**config.mk**
```make
export PLATFORM = sky130hd
export DESIGN_NAME = csrspmv_queue
export DESIGN_NICKNAME = d
export VERILOG_FILES = /design/src/hdl/csrspmv_pkg.sv /design/src/hdl/csrspmv_queue.sv
export SDC_FILE = /design/constraint.sdc
export NUM_CORES = 1
export LEC_CHECK = 0
export ABC_CLOCK_PERIOD_IN_PS = 3570
export BUFFER_PORTS_ARGS = -buffer_cell sky130_fd_sc_hd__buf_2
export CORE_MARGIN = 3
export CORE_UTILIZATION = 57
export DETAILED_ROUTE_END_ITERATION = 12
export PLACE_DENSITY = 0.87
export SYNTH_ARGS = -nofsm -noshare
export SYNTH_HDL_FRONTEND = slang
export SYNTH_SLANG_ARGS = --single-unit
```
**constraint.sdc**
```tcl
create_clock -name clk -period 3.57 [get_ports clk]
set_input_delay 0.357 -clock clk [delete_from_list [all_inputs] [get_ports clk]]
set_output_delay 0.357 -clock clk [all_outputs]
set_load 0.01 [all_outputs]
```
**src/hdl/csrspmv_pkg.sv**
```systemverilog
package csrspmv_pkg;

	// sizes of the vector store and of the row space
	localparam int unsigned VECTOR_DEPTH = 4096;
	localparam int unsigned MAX_ROWS = 1048576;
	localparam int ADDR_W = $clog2(VECTOR_DEPTH);

	// field widths
	localparam int OP_W = 2;
	localparam int COL_W = 12;
	localparam int VAL_W = 32;
	localparam int ROW_W = 20;
	localparam int STOP_W = 21;
	localparam int ACC_W = 64;

	// queue between front and back
	localparam int QUEUE_DEPTH = 4;
	localparam int QPTR_W = $clog2(QUEUE_DEPTH);
	localparam int QCNT_W = $clog2(QUEUE_DEPTH + 1);

	// request opcodes
	localparam logic [OP_W-1:0] OP_WRITE_X = 2'd0;
	localparam logic [OP_W-1:0] OP_NONZERO = 2'd1;
	localparam logic [OP_W-1:0] OP_EMPTY_ROW = 2'd2;

	// configuration registers
	localparam int CFG_IDX_W = 1;
	localparam int CFG_DATA_W = 21;
	localparam logic [CFG_IDX_W-1:0] CFG_FIRST_ROW = 1'b0;
	localparam logic [CFG_IDX_W-1:0] CFG_STOP_ROW = 1'b1;

	// one unit of work for the back part
	typedef struct packed {
		logic nonzero;
		logic row_last;
		logic signed [VAL_W-1:0] a_val;
		logic signed [VAL_W-1:0] x_val;
	} work_t;

	// Q32.32 to Q16.16: floor, then saturate to 32 bits
	function automatic logic [VAL_W-1:0] to_q16(input logic [ACC_W-1:0] acc);
		logic pos_ovf;
		logic neg_ovf;
		pos_ovf = !acc[63] && (acc[62:47] != '0);
		neg_ovf = acc[63] && (acc[62:47] != '1);
		if (pos_ovf) begin
			return 32'h7FFF_FFFF;
		end else if (neg_ovf) begin
			return 32'h8000_0000;
		end else begin
			return acc[47:16];
		end
	endfunction

endpackage

```
**src/hdl/csrspmv_queue.sv**
```systemverilog
module csrspmv_queue (
	input logic clk,
	input logic arst_n,
	input logic push,
	input csrspmv_pkg::work_t push_entry,
	input logic pop,
	output csrspmv_pkg::work_t pop_entry,
	output logic [csrspmv_pkg::QCNT_W-1:0] count,
	output logic empty
);
	import csrspmv_pkg::*;

	work_t entries_q [QUEUE_DEPTH];
	logic [QPTR_W-1:0] wr_q;
	logic [QPTR_W-1:0] rd_q;
	logic [QCNT_W-1:0] cnt_q;

	function automatic logic [QPTR_W-1:0] bump(input logic [QPTR_W-1:0] p);
		return (p == QPTR_W'(QUEUE_DEPTH - 1)) ? '0 : p + 1'b1;
	endfunction

	// store pushed entries
	always_ff @(posedge clk) begin
		if (push) begin
			entries_q[wr_q] <= push_entry;
		end
	end

	// advance pointers and fill count
	always_ff @(posedge clk or negedge arst_n) begin
		if (!arst_n) begin
			wr_q <= '0;
			rd_q <= '0;
			cnt_q <= '0;
		end else begin
			if (push) begin
				wr_q <= bump(wr_q);
			end
			if (pop) begin
				rd_q <= bump(rd_q);
			end
			cnt_q <= cnt_q + QCNT_W'(push) - QCNT_W'(pop);
		end
	end

	assign pop_entry = entries_q[rd_q];
	assign count = cnt_q;
	assign empty = cnt_q == '0;

endmodule

```
==> summary.txt <==
setup bufs post-CTS: 0
Netlist cell types: 19
CP max FO: 23
clk_skew: 0.008493 ns
GPL Wtd Cong: 0.7270
# setup viols final: 0
Clk network pwr share: 27.8%
clock insertion delay at the later pin of the skew report: 0.51 ns
vias: 4,399
combinational family with the most area after synthesis: multiplexers
Compound-Gate Fraction of Synth Area: 0.1006%
total global routing overflow: 0
Min Clock Period, post-route: 2.692 ns
status: completed
adder-cell share of the synthesized area: 1.082%
# diodes: 0
Synth Area in XOR/XNOR: 0.1761%
layout cells sized above 1: 45.75%
Max Cap Viol: 0
Flop pwr share: 47.0%
Die Y-Extent: 138.1 um
Yosys reg bits: 271
Max IR drop VDD: 784.8 uV
Crit path required time: 3.21 ns
Worst setup EP type: output port
cell chain of the critical path: buf_4 -> mux4_2 -> buf_2
placed cell areas: 10,830 um^2
WL/cell: 22.38 um
HPWL Detailed: 10,060 um
Worst-Margin Slew: 1.025 ns
cell area after synthesis: 9948 um^2
clk buf depth: 3
CTS resizes: 0
Synth warnings: 0
Initial Utilization: 59.15%
clk root buf: clkbuf_16
internal reg-to-reg setup slack: 1.62 ns
initial antenna violation count: 0
Sw Ratio: 27.36%
Hold Path Depth: 1
Mapped Cells: 380
clk sinks: 271
critical path class: register to output port
biggest cell delay along the critical path: 0.70 ns
# fillers: 1,044
DRC viols: 0
Crit-path slowest cell: dfrtp_4
Pleak: 4.028 nW
post-route cell area: 11,680 um^2
row count: 47
hold crit path type: primary input to register
Avg Inst Size Synth: 26.18 um^2
Nets: 613
drt pass-1 iters: 4
syn nets: 458
gr usage total: 18.32%
CP Data Arrival Time: 2.34 ns
post-synthesis sequential area ratio: 81.45%
drt total wl: 17,300 um
final setup TNS: 0 ns
Layout Utilization: 69.44%
Antenna Violating Nets Remaining: 0
simple-gate share of the synthesized area: 0.4654%
Tcrit/Tclk final: 75.41%
area growth from synthesis to final layout: 17.39%
CTS tree: done
largest net degree at the start of global routing: 69
vias per cell: 5.691
die area: 19,070 um^2
RSZ-0062 raised after global routing: no
internal power: 6.895 mW
IO Port Bufs: 139
CTS Buf Count: 26
vias in the first global route: 4,900
Critical Path Start Type: register
first-pass GRT wire length: 27,540 um
PwrDens: 812.8 nW/um^2
mux contribution to synthesized area: 15.17%
Final Max Tran Viols: 0
Clock transition at path regs: 0.06 ns
Hold Violations, Final: 0
IO Count: 140
Achievable Freq: 371.5 MHz
DR iter-0 viols: 296
Net Sw Power: 2.597 mW
worst rel slew slack: 31.64%
H-tree depth: 1
core area: 16,820 um^2
die width: 138.1 um
combinational power share: 25.1%
Fin Hold WS: 0.06036 ns
Reg2Reg Depth: 3
CTS Hold Bufs: 1
## cell usage after synthesis
library cell    n  area share (%)
and2_1          4            0.25
buf_1           3            0.11
buf_12          3            0.60
buf_2           4            0.20
buf_4           4            0.30
buf_6           1            0.11
dfrtp_1         7             1.8
edfxtp_1      264              80
fa_1            1            0.20
ha_1            7            0.88
inv_1           6            0.23
mux2_2          2            0.23
mux4_2         66              15
nand2_1         1           0.038
nor2_1          1           0.038
nor3_1          1           0.050
o21ai_0         2            0.10
or3b_2          1           0.088
xnor2_1         2            0.18
## path summary, 6_finish.rpt
path / start / to
min in group asynchronous: arst_n / wr_q[0]$_DFFE_PN0P_
worst max register to register: wr_q[0]$_DFFE_PN0P_ / entries_q[0][38]$_DFFE_PP_
worst max-delay path: rd_q[0]$_DFFE_PN0P_ / pop_entry[56]
max in group asynchronous: arst_n / rd_q[0]$_DFFE_PN0P_
worst min register to register: count[1]$_DFF_PN0_ / count[2]$_DFF_PN0_
worst min-delay path: push_entry[63] / entries_q[0][63]$_DFFE_PP_
## area by class of cell
cell class / instances / area, um^2 / share of cell area (%)
Inverter: 6 / 22.52 / 0.1928
Clock inverter: 17 / 153.9 / 1.318
Sequential cell: 271 / 8110 / 69.45
Multi-Input combinational cell: 88 / 1700 / 14.56
Clock buffer: 29 / 683.2 / 5.850
Timing Repair Buffer: 142 / 733.2 / 6.278
Tap cell: 220 / 275.3 / 2.357
## registers in the layout, summed over array words and instances (netlist names)
register	cells
count	3
entries_q	264
rd_q	2
wr_q	2
## critical path, delay by kind of cell (launching register included)
| family | cells | cell delay [ns] |
|---|---|---|
| DFF | 1 | 0.70 |
| muxes | 1 | 0.56 |
| buffers and inverters | 2 | 0.55 |
## routing by layer
layer	vias up	track usage [%]	routed length, um
met1	2282	24.32	6691
met2	161	31.68	9233
li1	1932	-	-
met5	-	0	0
met4	0	4.940	263
met3	24	3.626	1111
## per-stage QoR
step                      cells  power (mW)  setup slack (ns)
after CTS                   773       9.622            0.8145
after detailed placement    726       6.965             1.363
after global placement      726       6.864             1.380
after global routing        773       9.924            0.7251
after floorplan             380       6.112            0.9704
final                       773       9.492            0.8779
## power by group through the flow
| stage | sequential [mW] | combinational (mW) | clock (mW) |
|---|---|---|---|
| final | 4.46 | 2.39 | 2.64 |
| after global routing | 4.53 | 2.57 | 2.83 |
| after CTS | 4.48 | 2.44 | 2.70 |
| after detailed placement | 4.54 | 2.43 | 0 |
| after global placement | 4.49 | 2.37 | 0 |
| after floorplan | 4.27 | 1.84 | 0 |
## cells in the final DEF, fill, tap and decap left out, types with 3 or more instances in the layout
| cell | netlist | layout |
|---|---|---|
| and2_4 | 0 | 4 |
| buf_2 | 4 | 139 |
| bufinv_16 | 0 | 3 |
| clkbuf_16 | 0 | 27 |
| clkinv_1 | 0 | 7 |
| clkinv_2 | 0 | 6 |
| dfrtp_1 | 7 | 5 |
| edfxtp_1 | 264 | 264 |
| ha_1 | 7 | 7 |
| inv_1 | 6 | 6 |
| mux4_2 | 66 | 66 |
## kinds of logic (layout without fill, tap and decap cells)
family | after synthesis | in the layout
AOI/OAI and AO/OA | 2 | 2
muxes | 68 | 68
DFF | 271 | 271
xor gates and xnor gates | 2 | 2
and+or+nand+nor | 8 | 8
buffers and inverters | 21 | 194
adders and majority gates | 8 | 8
(Power assumes the default switching activity.)
