<file path="config.mk">
export PLATFORM = sky130hd
export DESIGN_NAME = csrspmv_back_flat
export DESIGN_NICKNAME = d
export VERILOG_FILES = /design/src/hdl/csrspmv_pkg.sv /design/src/hdl/csrspmv_if.sv /design/src/hdl/csrspmv_back.sv /design/src/flat_wrapper.sv
export SDC_FILE = /design/constraint.sdc
export NUM_CORES = 2
export LEC_CHECK = 0
export ABC_AREA = 1
export CORE_AREA = 2 2 387 236
export CTS_BUF_LIST = sky130_fd_sc_hd__clkbuf_8
export CTS_CLUSTER_DIAMETER = 120
export CTS_CLUSTER_SIZE = 25
export DETAILED_ROUTE_END_ITERATION = 8
export DIE_AREA = 0 0 389 238
export DONT_BUFFER_PORTS = 1
export GPL_TIMING_DRIVEN = 0
export PLACE_DENSITY = 0.8
export SETUP_SLACK_MARGIN = 0.5
export SYNTH_ARGS = -nofsm -noshare
export SYNTH_HDL_FRONTEND = slang
export SYNTH_SLANG_ARGS = --single-unit
</file>
<file path="constraint.sdc">
create_clock -name clk -period 6.2 [get_ports clk]
set_input_delay 0 -clock clk [delete_from_list [all_inputs] [get_ports clk]]
set_output_delay 0 -clock clk [all_outputs]
set_load 0.02 [all_outputs]
</file>
<file path="src/hdl/csrspmv_pkg.sv">
package csrspmv_pkg;

	// sizes of the vector store and of the row space
	localparam int unsigned VECTOR_DEPTH = 4096;
	localparam int unsigned MAX_ROWS = 1048576;
	localparam int ADDR_W = $clog2(VECTOR_DEPTH);

	// field widths
	localparam int OP_W = 2;
	localparam int COL_W = 12;
	localparam int VAL_W = 32;
	localparam int ROW_W = 20;
	localparam int STOP_W = 21;
	localparam int ACC_W = 64;

	// queue between front and back
	localparam int QUEUE_DEPTH = 4;
	localparam int QPTR_W = $clog2(QUEUE_DEPTH);
	localparam int QCNT_W = $clog2(QUEUE_DEPTH + 1);

	// request opcodes
	localparam logic [OP_W-1:0] OP_WRITE_X = 2'd0;
	localparam logic [OP_W-1:0] OP_NONZERO = 2'd1;
	localparam logic [OP_W-1:0] OP_EMPTY_ROW = 2'd2;

	// configuration registers
	localparam int CFG_IDX_W = 1;
	localparam int CFG_DATA_W = 21;
	localparam logic [CFG_IDX_W-1:0] CFG_FIRST_ROW = 1'b0;
	localparam logic [CFG_IDX_W-1:0] CFG_STOP_ROW = 1'b1;

	// one unit of work for the back part
	typedef struct packed {
		logic nonzero;
		logic row_last;
		logic signed [VAL_W-1:0] a_val;
		logic signed [VAL_W-1:0] x_val;
	} work_t;

	// Q32.32 to Q16.16: floor, then saturate to 32 bits
	function automatic logic [VAL_W-1:0] to_q16(input logic [ACC_W-1:0] acc);
		logic pos_ovf;
		logic neg_ovf;
		pos_ovf = !acc[63] && (acc[62:47] != '0);
		neg_ovf = acc[63] && (acc[62:47] != '1);
		if (pos_ovf) begin
			return 32'h7FFF_FFFF;
		end else if (neg_ovf) begin
			return 32'h8000_0000;
		end else begin
			return acc[47:16];
		end
	endfunction

endpackage

</file>
<file path="src/hdl/csrspmv_if.sv">


interface csrspmv_rsp_if;
	import csrspmv_pkg::*;
	logic valid;
	logic ready;
	logic [ROW_W-1:0] row_index;
	logic signed [VAL_W-1:0] row_sum;
	logic band_done;
	modport source(output valid, row_index, row_sum, band_done, input ready);
	modport sink(input valid, row_index, row_sum, band_done, output ready);
endinterface

</file>
<file path="src/hdl/csrspmv_back.sv">
module csrspmv_back (
	input logic clk,
	input logic arst_n,
	input logic cfg_we,
	input logic [csrspmv_pkg::CFG_IDX_W-1:0] cfg_index,
	input logic [csrspmv_pkg::CFG_DATA_W-1:0] cfg_data,
	input logic empty,
	input csrspmv_pkg::work_t pop_entry,
	output logic pop,
	csrspmv_rsp_if.source rsp
);
	import csrspmv_pkg::*;

	logic adv;
	logic [ROW_W-1:0] first_q;
	logic [STOP_W-1:0] stop_q;
	logic [ROW_W-1:0] cur_q;
	logic [ACC_W-1:0] acc_q;

	logic valid_s1;
	logic nonzero_s1;
	logic last_s1;
	logic signed [ACC_W-1:0] prod_s1;
	logic signed [ACC_W-1:0] prod;

	logic valid_s2;
	logic [ACC_W-1:0] sum_s2;
	logic [ROW_W-1:0] row_s2;
	logic done_s2;

	logic out_valid_q;
	logic [ROW_W-1:0] out_row_q;
	logic [VAL_W-1:0] out_sum_q;
	logic out_done_q;

	logic emit;
	logic [ACC_W:0] wide;
	logic [ACC_W-1:0] sum_sat;
	logic [STOP_W-1:0] row_inc;
	logic done;
	logic [ROW_W-1:0] row_next;

	// the whole back pipe moves when the output register can take a result
	assign adv = !out_valid_q || rsp.ready;
	assign pop = adv && !empty;
	assign prod = $signed(pop_entry.a_val) * $signed(pop_entry.x_val);

	// stage 1: multiply
	always_ff @(posedge clk or negedge arst_n) begin
		if (!arst_n) begin
			valid_s1 <= 1'b0;
		end else if (adv) begin
			valid_s1 <= pop;
		end
	end

	always_ff @(posedge clk) begin
		if (pop) begin
			nonzero_s1 <= pop_entry.nonzero;
			last_s1 <= pop_entry.row_last;
			prod_s1 <= pop_entry.nonzero ? prod : '0;
		end
	end

	// saturating accumulate and row bookkeeping
	always_comb begin
		wide = {acc_q[ACC_W-1], acc_q} + {prod_s1[ACC_W-1], prod_s1};
		if (wide[ACC_W] != wide[ACC_W-1]) begin
			sum_sat = wide[ACC_W] ? {1'b1, {(ACC_W-1){1'b0}}} : {1'b0, {(ACC_W-1){1'b1}}};
		end else begin
			sum_sat = wide[ACC_W-1:0];
		end
		emit = valid_s1 && (!nonzero_s1 || last_s1);
		row_inc = {1'b0, cur_q} + STOP_W'(1);
		done = row_inc >= stop_q;
		if (done) begin
			row_next = first_q;
		end else if (32'(row_inc) >= 32'(MAX_ROWS)) begin
			row_next = '0;
		end else begin
			row_next = row_inc[ROW_W-1:0];
		end
	end

	// configuration and accumulator state
	always_ff @(posedge clk or negedge arst_n) begin
		if (!arst_n) begin
			first_q <= '0;
			stop_q <= '0;
			cur_q <= '0;
			acc_q <= '0;
		end else if (cfg_we) begin
			case (cfg_index)
				CFG_FIRST_ROW: begin
					first_q <= cfg_data[ROW_W-1:0];
					cur_q <= cfg_data[ROW_W-1:0];
					acc_q <= '0;
				end
				CFG_STOP_ROW: begin
					stop_q <= cfg_data[STOP_W-1:0];
				end
				default: begin
				end
			endcase
		end else if (adv && valid_s1) begin
			acc_q <= emit ? '0 : sum_sat;
			if (emit) begin
				cur_q <= row_next;
			end
		end
	end

	// stage 2: finished row sum
	always_ff @(posedge clk or negedge arst_n) begin
		if (!arst_n) begin
			valid_s2 <= 1'b0;
		end else if (adv) begin
			valid_s2 <= emit;
		end
	end

	always_ff @(posedge clk) begin
		if (adv && emit) begin
			sum_s2 <= sum_sat;
			row_s2 <= cur_q;
			done_s2 <= done;
		end
	end

	// output register: round down and saturate
	always_ff @(posedge clk or negedge arst_n) begin
		if (!arst_n) begin
			out_valid_q <= 1'b0;
		end else if (adv) begin
			out_valid_q <= valid_s2;
		end
	end

	always_ff @(posedge clk) begin
		if (adv && valid_s2) begin
			out_row_q <= row_s2;
			out_sum_q <= to_q16(sum_s2);
			out_done_q <= done_s2;
		end
	end

	assign rsp.valid = out_valid_q;
	assign rsp.row_index = out_row_q;
	assign rsp.row_sum = out_sum_q;
	assign rsp.band_done = out_done_q;

endmodule

</file>
<file path="src/flat_wrapper.sv">
// flat-port wrapper written by rule: the top's interface ports become plain ports
module csrspmv_back_flat import csrspmv_pkg::*;
  (clk, arst_n, cfg_we, cfg_index, cfg_data, empty, pop_entry, pop, rsp_valid, rsp_row_index, rsp_row_sum, rsp_band_done, rsp_ready);
  csrspmv_rsp_if rsp_i ();
  input logic clk;
  input logic arst_n;
  input logic cfg_we;
  input logic [csrspmv_pkg::CFG_IDX_W-1:0] cfg_index;
  input logic [csrspmv_pkg::CFG_DATA_W-1:0] cfg_data;
  input logic empty;
  input csrspmv_pkg::work_t pop_entry;
  output logic pop;
  output wire logic [$bits(rsp_i.valid)-1:0] rsp_valid;
  output wire logic [$bits(rsp_i.row_index)-1:0] rsp_row_index;
  output wire logic [$bits(rsp_i.row_sum)-1:0] rsp_row_sum;
  output wire logic [$bits(rsp_i.band_done)-1:0] rsp_band_done;
  input wire logic [$bits(rsp_i.ready)-1:0] rsp_ready;
  assign rsp_valid = rsp_i.valid;
  assign rsp_row_index = rsp_i.row_index;
  assign rsp_row_sum = rsp_i.row_sum;
  assign rsp_band_done = rsp_i.band_done;
  assign rsp_i.ready = rsp_ready;
  csrspmv_back u_core (.clk(clk), .arst_n(arst_n), .cfg_we(cfg_we), .cfg_index(cfg_index), .cfg_data(cfg_data), .empty(empty), .pop_entry(pop_entry), .pop(pop), .rsp(rsp_i));
endmodule
</file>
==> reports/qor.csv <==
stage,metric,value,unit
status,status,finished with violations,
status,violations,negative setup slack,
global_routing,antenna_found_initial,12,
yosys,syn_inst,7432,
flow_run,cap_violations,0,
clock_network,clk_path_buf_depth,3,
detailed_routing,ant_nets,0,
detailed_routing,wirelength,238.8,mm
timing,max_freq,0.1600,GHz
global_routing,grt_first_pass_wirelength,335.9,mm
floorplan,start_util,64.65,%
timing,slew_violations,0,
layout,fin_util,73.92,%
timing,rsz0062_at_grt,true,
timing,min_period,6.249,ns
layout,layout_common_cells,"nand2_1, inv_1, fa_1",
detailed_routing,routedWlPerCell,27.00,µm
layout,final_cells,8843,
layout,final_layout_size_suffix_gt1_share,14.37,%
clock_network,clkTransAtPathRegs,0.15,ns
placement,io_buffers,0,
detailed_routing,dr_total_vias,53390,
floorplan,core_area,0.08891,mm²
yosys,synth_area_leaders,"fa_1, nand2_1, inv_1",
yosys,synth.distinct_cells,40,
floorplan,io_pins,148,
layout,fin_area,0.06572,mm²
detailed_routing,drtIter0Drc,8256,
setup_path,critPathLaunch,pop_entry[63],
detailed_routing,drt_first_pass_iters,9,
layout,mostFrequentLayoutCell,nand2_1,
detailed_routing,drcViolationCount,0,
placement,hpwl,190.2,mm
hold_path,min_from,cfg_data[17],
yosys,synth_seq_cells,316,
clock_network,htree_levels,1,
placement,placed_area,0.06023,mm²
hold_path,min_path_type,input pin to register,
setup_path,r2r_setup_slack,0.98,ns
floorplan,row_count,85,
setup_path,start_kind,input pin,
floorplan,die_h,238,µm
layout,nFillCells,6517,
timing,finalHoldViolCount,0,
clock_network,numCtsBuffers,16,
timing,relSlewSlack,9.467,%
setup_path,crit_required,6.62,ns
layout,area_growth,14.34,%
clock_network,clk_latency,0.65,ns
yosys,synthFlopType,edfxtp_1,
global_routing,grt_overflow_total,0,
clock_network,clockRootBuffer,clkbuf_8,
timing,worst_slew_pin_slew,1.353,ns
timing,finalWorstSetupSlack,-0.04853,ns
detailed_routing,viasPerCell,6.037,
setup_path,cp_data_arrival_time,6.66,ns
global_routing,first_global_vias,51330,
floorplan,die_area,0.09258,mm²
setup_path,endpoint_kind,register,
yosys,synth-edff-count,188,
placement,dp_slack,-1.683,ns
yosys,yosysTopAreaCellShare,37.72,%
yosys,async_reset_ff_share,40.51,%
timing,setup_violations,1,
yosys,ys_warn_count,0,
floorplan,die_w,389,µm
setup_path,crit_type,input pin to register,
yosys,synth_area_leader_cell,fa_1,
yosys,synth.yosys.seq_area_share,15.39,%
setup_path,crit_fanout,7,
yosys,syn_area,0.05748,mm²
placement,gp_congestion,1.111,
clock_network,cts.sinks,316,
clock_network,cts_tree,yes,
global_routing,groute.usage.overall,50.87,%
placement,placed_cells,8611,
timing,period_share,100.8,%
yosys,syn_nets,8880,
global_routing,grt_max_degree,108,
layout,nNetsFinal,9085,
setup_path,worstReg2RegStart,u_core.prod_s1[18],
timing,skew,0.03492,ns
yosys,synth_area_per_cell,7.735,µm²
flip-flops by register name, summed over array words and instances (netlist names), 21 cells and up:
name,cells
u_core.acc_q,64
u_core.prod_s1,64
u_core.sum_s2,48
u_core.rsp.row_sum,32
u_core.stop_q,21
critical path: stages:
cell,delay (ns)
clkbuf_16,0.16
nand2_4,0.09
inv_1,0.06
fa_1,0.55
inv_4,0.07
fa_2,0.49
fa_2,0.59
inv_2,0.05
fa_2,0.55
buf_12,0.16
fa_1,0.45
fa_1,0.54
inv_1,0.05
fa_1,0.51
inv_1,0.09
fa_1,0.53
ha_4,0.33
nand2_2,0.10
nor2_2,0.13
inv_2,0.08
nor4_4,0.32
nand2_1,0.14
nor3_2,0.18
nand2_1,0.09
nand2_2,0.12
nand2_1,0.07
nand2_1,0.07
nor2_1,0.06
worst paths after layout:
path	cells after the start	endpoint
min	3	u_core.first_q[17]
max in group asynchronous	3	u_core.cur_q[10]
max	28	u_core.prod_s1[63]
max reg2reg	20	u_core.sum_s2[43]
min reg2reg	0	u_core.rsp.row_index[18]
min in group asynchronous	3	u_core.acc_q[21]
through the flow:
step | setup TNS (ns) | hold slack [ns]
floorplan | -1.876 | -0.2956
global placement | -48.39 | -0.2903
detailed placement | -52.15 | -0.2895
CTS | 0 | 0.05855
global route | -0.4114 | 0.09802
finish | -0.04853 | 0.09732
layout make-up:
class,instances,area [µm²],share of cell area [%]
sequential,316,8848,13.46
antenna,22,55.05,0.08376
buffer,262,2623,3.990
timing repair buffer,187,1750,2.663
inverter,2069,7824,11.90
clock buffer,16,220.2,0.3351
clock inverter,12,57.56,0.08757
multi-input combinational,4785,42880,65.24
tap,1174,1469,2.235
per-layer routing:
layer	up-vias	track usage, %	routed length, µm	part of all wire [%]
li1	21930	-	-	-
met1	25690	70.73	90080	38
met2	4898	62.66	86650	36
met3	851	33.53	50860	21
met4	22	14.80	9816	4.1
met5	-	9.506	1382	0.58
kinds of logic after synthesis:
logic type      after synthesis  synth area share [%]
flops                       316                 15.39
xor+xnor                     32                0.4876
simple gates               2928                 20.73
compound gates              470                 4.321
buf+inv                    2331                 15.43
fa+ha+maj                  1355                 43.64
cells in the mapped netlist, drive strengths merged (3+ instances only):
library cell	count
edfxtp	188
clkinv	3
nand4	39
nand3b	7
ha	272
buf	24
o21a	17
o21ai	154
xor2	14
clkbuf	238
nor3	31
and3	9
dfrtp	128
o211ai	3
a31oi	8
a21oi	260
fa	1083
nor4	17
nand3	257
inv	2066
xnor2	18
o21bai	17
nor2	370
a21o	7
or2	17
nand2	2179
timing repair:
item                                    4_1_cts  5_1_grt
endpoints found under the hold margin       246        0
setup buffers                                71       70
hold buffers                                 39        0
pin swaps                                   102      255
endpoints found under the setup margin       48       49
resized for setup                           481      695
cloned                                        2        0
Power is not shown: default switching activity piles up to over one toggle a cycle in this logic, so the estimate is an artifact.
